===== config.mk =====
export PLATFORM = sky130hd
export DESIGN_NAME = lud_norm
export DESIGN_NICKNAME = d
export VERILOG_FILES = /design/src/sv/lud_pkg.sv /design/src/sv/lud_norm.sv
export SDC_FILE = /design/constraint.sdc
export NUM_CORES = 2
export LEC_CHECK = 0
export BUFFER_PORTS_ARGS = -buffer_cell sky130_fd_sc_hd__buf_4
export CAP_MARGIN = 20
export CORE_MARGIN = 2
export CORE_UTILIZATION = 35
export CTS_CLUSTER_DIAMETER = 120
export CTS_CLUSTER_SIZE = 8
export DETAILED_ROUTE_END_ITERATION = 10
export GPL_ROUTABILITY_DRIVEN = 0
export PLACE_DENSITY = 0.55
export SYNTH_ARGS = -nofsm -noshare
export SYNTH_HDL_FRONTEND = slang
export SYNTH_SLANG_ARGS = --single-unit

===== constraint.sdc =====
create_clock -name clk -period 7.5 [get_ports clk]
set_clock_uncertainty 0.1 [all_clocks]
set_input_delay 0.75 -clock clk [delete_from_list [all_inputs] [get_ports clk]]
set_output_delay 0.75 -clock clk [all_outputs]
set_load 0.05 [all_outputs]

===== src/sv/lud_pkg.sv =====
// Package for the lens undistortion coordinate map.
// Holds widths, fixed-point constants, register indexes and saturation helpers.
// No dependencies.
package lud_pkg;

	localparam int PIX_W   = 11;  // output pixel column and row
	localparam int SRC_W   = 13;  // source column and row, signed
	localparam int FOC_W   = 20;  // focal lengths and principal point
	localparam int COEF_W  = 32;  // distortion coefficients, Q4.28
	localparam int CFG_W   = 32;  // widest register
	localparam int CFG_IDX_W = 3;

	localparam int Q_FRAC  = 28;
	localparam int DIV_STEPS = 32;            // quotient bits per normalization
	localparam int NORM_LAT  = DIV_STEPS + 2; // prep stage, quotient steps, sign stage

	localparam int DEF_IMAGE_WIDTH  = 752;
	localparam int DEF_IMAGE_HEIGHT = 480;

	typedef logic signed [31:0] q_t;
	typedef logic signed [SRC_W-1:0] src_t;

	localparam q_t Q_MAX = 32'sh7fff_ffff;
	localparam q_t Q_MIN = 32'sh8000_0000;
	localparam q_t Q_ONE = 32'sh1000_0000;

	typedef enum logic [CFG_IDX_W-1:0] {
		REG_FOCAL_X    = 3'd0,
		REG_FOCAL_Y    = 3'd1,
		REG_CENTER_X   = 3'd2,
		REG_CENTER_Y   = 3'd3,
		REG_RADIAL_K1  = 3'd4,
		REG_RADIAL_K2  = 3'd5,
		REG_TANGENT_P1 = 3'd6,
		REG_TANGENT_P2 = 3'd7
	} cfg_reg_t;

	localparam logic [FOC_W-1:0]  RST_FOCAL_X    = 20'd117415;
	localparam logic [FOC_W-1:0]  RST_FOCAL_Y    = 20'd117068;
	localparam logic [FOC_W-1:0]  RST_CENTER_X   = 20'd94007;
	localparam logic [FOC_W-1:0]  RST_CENTER_Y   = 20'd63584;
	localparam logic [COEF_W-1:0] RST_RADIAL_K1  = 32'hfb77_290e;  // -76076786
	localparam logic [COEF_W-1:0] RST_RADIAL_K2  = 32'd19853236;
	localparam logic [COEF_W-1:0] RST_TANGENT_P1 = 32'd51966;
	localparam logic [COEF_W-1:0] RST_TANGENT_P2 = 32'd4730;

	// Clamp a 36 bit value to the Q4.28 range.
	function automatic q_t sat36(input logic signed [35:0] v);
		q_t r;
		if (!v[35] && (v[34:31] != 4'b0000)) begin
			r = Q_MAX;
		end else if (v[35] && (v[34:31] != 4'b1111)) begin
			r = Q_MIN;
		end else begin
			r = v[31:0];
		end
		return r;
	endfunction

	// Full product of two Q4.28 values back to Q4.28: the arithmetic shift
	// rounds toward minus infinity, then the result is clamped.
	function automatic q_t qsat_prod(input logic signed [63:0] p);
		return sat36(p[63:Q_FRAC]);
	endfunction

endpackage


===== src/sv/lud_norm.sv =====
// One normalization lane: (pix*256 - center) * 2^28 / focal, truncated toward
// zero and clamped to Q4.28, as a pipelined restoring divider. Uses lud_pkg.
module lud_norm (
	input  logic                        clk,
	input  logic                        en,
	input  logic [lud_pkg::PIX_W-1:0]   pix,
	input  logic [lud_pkg::FOC_W-1:0]   center,
	input  logic [lud_pkg::FOC_W-1:0]   focal,
	output lud_pkg::q_t                 q
);

	localparam int STEPS = lud_pkg::DIV_STEPS;
	localparam int FW    = lud_pkg::FOC_W;

	logic signed [FW:0] diff;
	logic [FW-1:0]      mag;
	logic [FW-1:0]      fdiv;
	logic               ovf;

	logic [FW-1:0]    rem_s [0:STEPS];
	logic [STEPS-1:0] quo_s [0:STEPS];
	logic [3:0]       low_s [0:STEPS];
	logic             neg_s [0:STEPS];
	logic             ovf_s [0:STEPS];

	// A zero focal length divides as one.
	assign fdiv = (focal == '0) ? FW'(1) : focal;

	always_comb begin
		diff = $signed({2'b00, pix, 8'h00}) - $signed({1'b0, center});
		mag  = diff[FW] ? FW'(-diff) : diff[FW-1:0];
		// The quotient reaches 2^32 exactly when |diff| >= 16 * focal.
		ovf  = {4'b0000, mag} >= {fdiv, 4'b0000};
	end

	always_ff @(posedge clk) begin
		if (en) begin
			rem_s[0] <= {4'b0000, mag[FW-1:4]};
			low_s[0] <= mag[3:0];
			quo_s[0] <= '0;
			neg_s[0] <= diff[FW];
			ovf_s[0] <= ovf;
		end
	end

	for (genvar k = 0; k < STEPS; k++) begin : g_step
		logic          bit_in;
		logic [FW:0]   trial;
		logic          ge;

		if (k < 4) begin : g_low
			assign bit_in = low_s[k][3-k];
		end else begin : g_zero
			assign bit_in = 1'b0;
		end

		assign trial = {rem_s[k], bit_in};
		assign ge    = trial >= {1'b0, fdiv};

		always_ff @(posedge clk) begin
			if (en) begin
				rem_s[k+1] <= ge ? FW'(trial - {1'b0, fdiv}) : trial[FW-1:0];
				quo_s[k+1] <= {quo_s[k][STEPS-2:0], ge};
				low_s[k+1] <= low_s[k];
				neg_s[k+1] <= neg_s[k];
				ovf_s[k+1] <= ovf_s[k];
			end
		end
	end

	always_ff @(posedge clk) begin
		if (en) begin
			if (ovf_s[STEPS]) begin
				q <= neg_s[STEPS] ? lud_pkg::Q_MIN : lud_pkg::Q_MAX;
			end else if (!neg_s[STEPS]) begin
				q <= quo_s[STEPS][STEPS-1] ? lud_pkg::Q_MAX : $signed(quo_s[STEPS]);
			end else if (quo_s[STEPS] > 32'h8000_0000) begin
				q <= lud_pkg::Q_MIN;
			end else begin
				q <= $signed(-quo_s[STEPS]);
			end
		end
	end

endmodule

# Word level (Yosys, flattened, before mapping)
# Memory sizes are Yosys's and may differ from the RTL's.
# Index checks and enable logic that the tools add are counted.
[totals]
register_bits = 32
mem_bits_rw = 1914
output_inout_bits = 32
elab_cells = 117
mem_count = 5
[mem_list]
columns = ["name", "words", "word_bits", "read_ports", "rd_clocked_by_memory_dff", "write_ports", "line", "rtl"]
rows = [
  ["quo_s", 33, 32, 33, 0, 33, "lud_norm.sv:21", "logic [STEPS-1:0] quo_s [0:STEPS];"],
  ["rem_s", 33, 20, 32, 0, 33, "lud_norm.sv:20", "logic [FW-1:0] rem_s [0:STEPS];"],
  ["low_s", 33, 4, 32, 0, 33, "lud_norm.sv:22", "logic [3:0] low_s [0:STEPS];"],
  ["neg_s", 33, 1, 33, 0, 33, "lud_norm.sv:23", "logic neg_s [0:STEPS];"],
  ["ovf_s", 33, 1, 33, 0, 33, "lud_norm.sv:24", "logic ovf_s [0:STEPS];"],
]
[classes]
n_addsub = 35
magnitude_cmp = 34
muxes = 41
reduce_logical = 1
[op_table]
columns = ["operator", "n"]
rows = [
  ["$mux W20", 34],
  ["$ge A21 B20 Y1", 32],
  ["$sub A20 B20 Y20", 32],
  ["$mux W32", 4],
  ["$gt A32 B32 Y1 const B", 1],
  ["$neg A32 Y32", 1],
  ["$mux W31", 1],
  ["$ge A20 B24 Y1", 1],
  ["$sub A19 B20 Y21", 1],
  ["$logic_not A20 Y1", 1],
  ["$neg A20 Y20", 1],
  ["$mux W1", 2],
]

# Longest topological paths before layout
# An unclocked memory read counts as a cell.
[logic_depth]
depth_word = 5
mapped_depth = 27
ltp_nobuf = 23

# Least setup slack after synthesis
# OpenSTA, ideal clock, no wires.
[synth_path]
path_kind = "input-to-reg"
from = "input port focal[8] (netlist name)"
to = "memory rem_s[0][176] (netlist name) (data pin)"
arrival_ns = 6.352
required_ns = 7.140
slack_ns = 0.788
path_stages = 19
n_path_buf = 3
cell_sequence = "nor4_1 -> nand4_1 -> o21ai_2 -> inv_2 -> clkbuf_1 -> clkbuf_1 -> clkbuf_1 -> fa_1 -> a21o_1 -> a21o_1 -> a2111oi_0 -> nor4_1 -> a2111oi_0 -> o21bai_1 -> a21oi_1 -> o21ai_0 -> or2_2 -> xor2_1 -> mux2_2"
[synth_lines]
columns = ["element", "line", "rtl"]
rows = [
  ["from (decl)", "lud_norm.sv:8", "input logic [lud_pkg::FOC_W-1:0] focal,"],
  ["to (decl)", "lud_norm.sv:20", ""],
]

==> results.toml <==
[run_status]
status = "finished, final reports clean"

[min_path]
hold_path_startpoint = "center[2]"
hold_path_end = "low_s[0][2]$_DFFE_PP_"
min_path_type = "in -> reg"
min_path_cells = 2

[clocking]
clock_path_buffers = 3
clk_pin_slew_ns = 0.06
root_buffer = "clkbuf_16"
cts_buffers = 176
cts.sinks = 1272
cts_resized = 0
h-tree-depth = 4
cts_tree = "done"
worstSkewPairLatency_ns = 0.81

[logic_synthesis]
synth_area_leaders = "edfxtp_1 51%, ha_1 11%, mux2_2 4.6%, xnor2_1 4.0%, a21oi_1 3.8%"
synth_warnings = 0
avgSynthCellArea_um2 = 11.8
syn-cell-area_um2 = 74800
netlist_instances = 6336
synth_edf_count = 1272
synth_cell_types = 90
async_flop_share_pct = 0
synth_top_flop_cell = "edfxtp_1"
synthesis.nets = 7086
synth_seq_cells = 1272
seq_area_frac_synth_pct = 51.0
synth_top_cell_by_area = "edfxtp_1"
synth_top_area_share_pct = 51.0

[floorplanning]
dieWidth_um = 466
io_pins = 85
core_area_um2 = 212000
start_util_pct = 35.3
die_h_um = 466
die_area_um2 = 218000
num_rows = 169

[grt]
grt_pass1_wl_um = 273000
overflow = 0
antenna_found_initial = 4
grt_usage_pct = 15.8
grt_pass1_vias = 48993
grt_max_degree = 188

[timing]
fin_crit_sh_pct = 70.4
slew_violations = 0
setup_violations = 0
period_minus_slack_ns = 5.28
fmax_ghz = 0.190
setup_tns_ns = 0
finalHoldViolCount = 0
max_slew_margin_pct = 12.5
rsz0062_at_grt = "no"
tightest_slew_ns = 1.31

[worst_setup_path]
cp.arrival_ns = 5.75
slowest_delay_ns = 0.64
critPathMostFrequentCell = "o21ai_0"
crit_fanout = 23
path_delay_family = "compound AO/OA/AOI/OAI gates"
crit_path_start = "center[0]"
critPathKind = "in -> reg"
endpoint_kind = "flop"
reg2reg_depth = 12
regToRegEndpoint = "rem_s[0][575]$_DFFE_PP_"
worstPathRequired_ns = 7.97
crit_path_start_kind = "input port"
crit_buf_inv = 3
timing.rr.start = "rem_s[0][541]$_DFFE_PP_"
critPathSlowestCell = "o21bai_2"
worst-r2r-setup-slack_ns = 3.15

[final_layout]
n_fill_cell = 19938
nets = 7310
antenna_cells = 0
layout_commonest_cell = "edfxtp_1"
drive_gt1_share_pct = 12.1
area_delta_synth_final_pct = 12.7
most-common-layout-cells = "1,272 x edfxtp_1, 666 x ha_1, 571 x a21oi_1"

[pwr]
worst_ir_drop_vdd_uv = 253
total_power_mw = 36.6
power_density_nw_per_um2 = 434
p_leak_nw = 32.4

[route]
drt_wl_total_um = 176000
drc = 0
firstDrtPassIters = 6
antenna_left = 0
vias = 50101
wl_per_cell_um = 18.7
drt-initial-drc-count = 3633
via_per_inst = 5.33

[job]
drv_cap = 0

[placed_design]
dp_hpwl_um = 122000
place.port_buffers = 84
## report_power, final
| part | internal, mW | leakage (nW) | switching, mW |
|---|---|---|---|
| Combinational | 7.88 | 17.6 | 9.21 |
| Sequential | 11.1 | 12.4 | 1.24 |
| Clock | 4.18 | 2.33 | 2.97 |
## registers in the layout (all words and copies together) (netlist names)
register  cells
ovf_s        33
neg_s        33
quo_s       528
q            32
rem_s       636
low_s        10
## timing repair
item                                   4_1_cts  5_1_grt
endpoints found under the hold margin        1        0
hold buffers                                 1        0
setup buffers                                0        0
## layout make-up
cell class,count,area (um2),area share [%]
sequential,1272,38200,45.3
clock inverter,14,385,0.457
timing repair buffer,168,1490,1.76
multi-input combinational,4737,35500,42.1
clock buffer,177,4430,5.25
inverter,205,773,0.917
tap,2821,3530,4.19
## worst max-delay path by stage
stage | cells after the start | endpoint | slack (ns)
after floorplan | 19 | rem_s[0][176]$_DFFE_PP_ | 0.79
after global placement | 17 | rem_s[0][176]$_DFFE_PP_ | 1.56
after detailed placement | 16 | rem_s[0][176]$_DFFE_PP_ | 1.59
after CTS | 25 | ovf_s[0]$_DFFE_PP_ | 2.29
after global routing | 25 | ovf_s[0]$_DFFE_PP_ | 1.67
final | 25 | ovf_s[0]$_DFFE_PP_ | 2.22
## cell families (layout without fill, tap and decap cells)
group,count (synthesis),in the layout,share of synthesized area [%]
AOI/OAI and AO/OA,1733,1733,14.5
buffers and inverters,327,564,1.69
xor gates and xnor gates,531,531,6.21
and+or+nand+nor,1429,1429,9.32
muxes,347,347,5.27
adders and majority gates,697,697,12.0
DFF,1272,1272,51.0
## synthesized netlist by cell type (all sizes together) (26+ instances only)
master  instances
nor2b          75
a21oi         573
nand2b         66
o21ai         364
o31ai          30
o22ai          38
xor2          187
o21bai        105
xnor2         344
inv           205
nand4          75
and3           44
or2            32
nor3          102
nand3          94
ha            666
nor4           26
a21o          237
fa             31
mux2          327
or3            39
o21a           59
a31oi          67
and2           31
a211oi         39
nor2          373
clkbuf         98
edfxtp       1272
nand2         391
## through the flow
step	instance area (um2)	hold WS, ns	util (%)	std cells	setup WS, ns
final	84300	0.226	39.7	9394	2.22
after global routing	84300	0.172	39.7	9394	1.67
after CTS	84300	0.142	39.7	9391	2.29
after detailed placement	79500	0.305	37.4	9199	1.59
after global placement	79400	0.301	37.4	9196	1.56
after floorplan	74800	0.300	-	6336	0.788
## routing by layer
metal	global-route usage (%)	part of all wire, %	wire length [um]
met2	26.0	47	82300
met4	4.91	2.7	4730
met1	21.3	46	81600
met3	2.34	4.1	7280
met5	0	0	0
(Power assumes the default switching activity.)
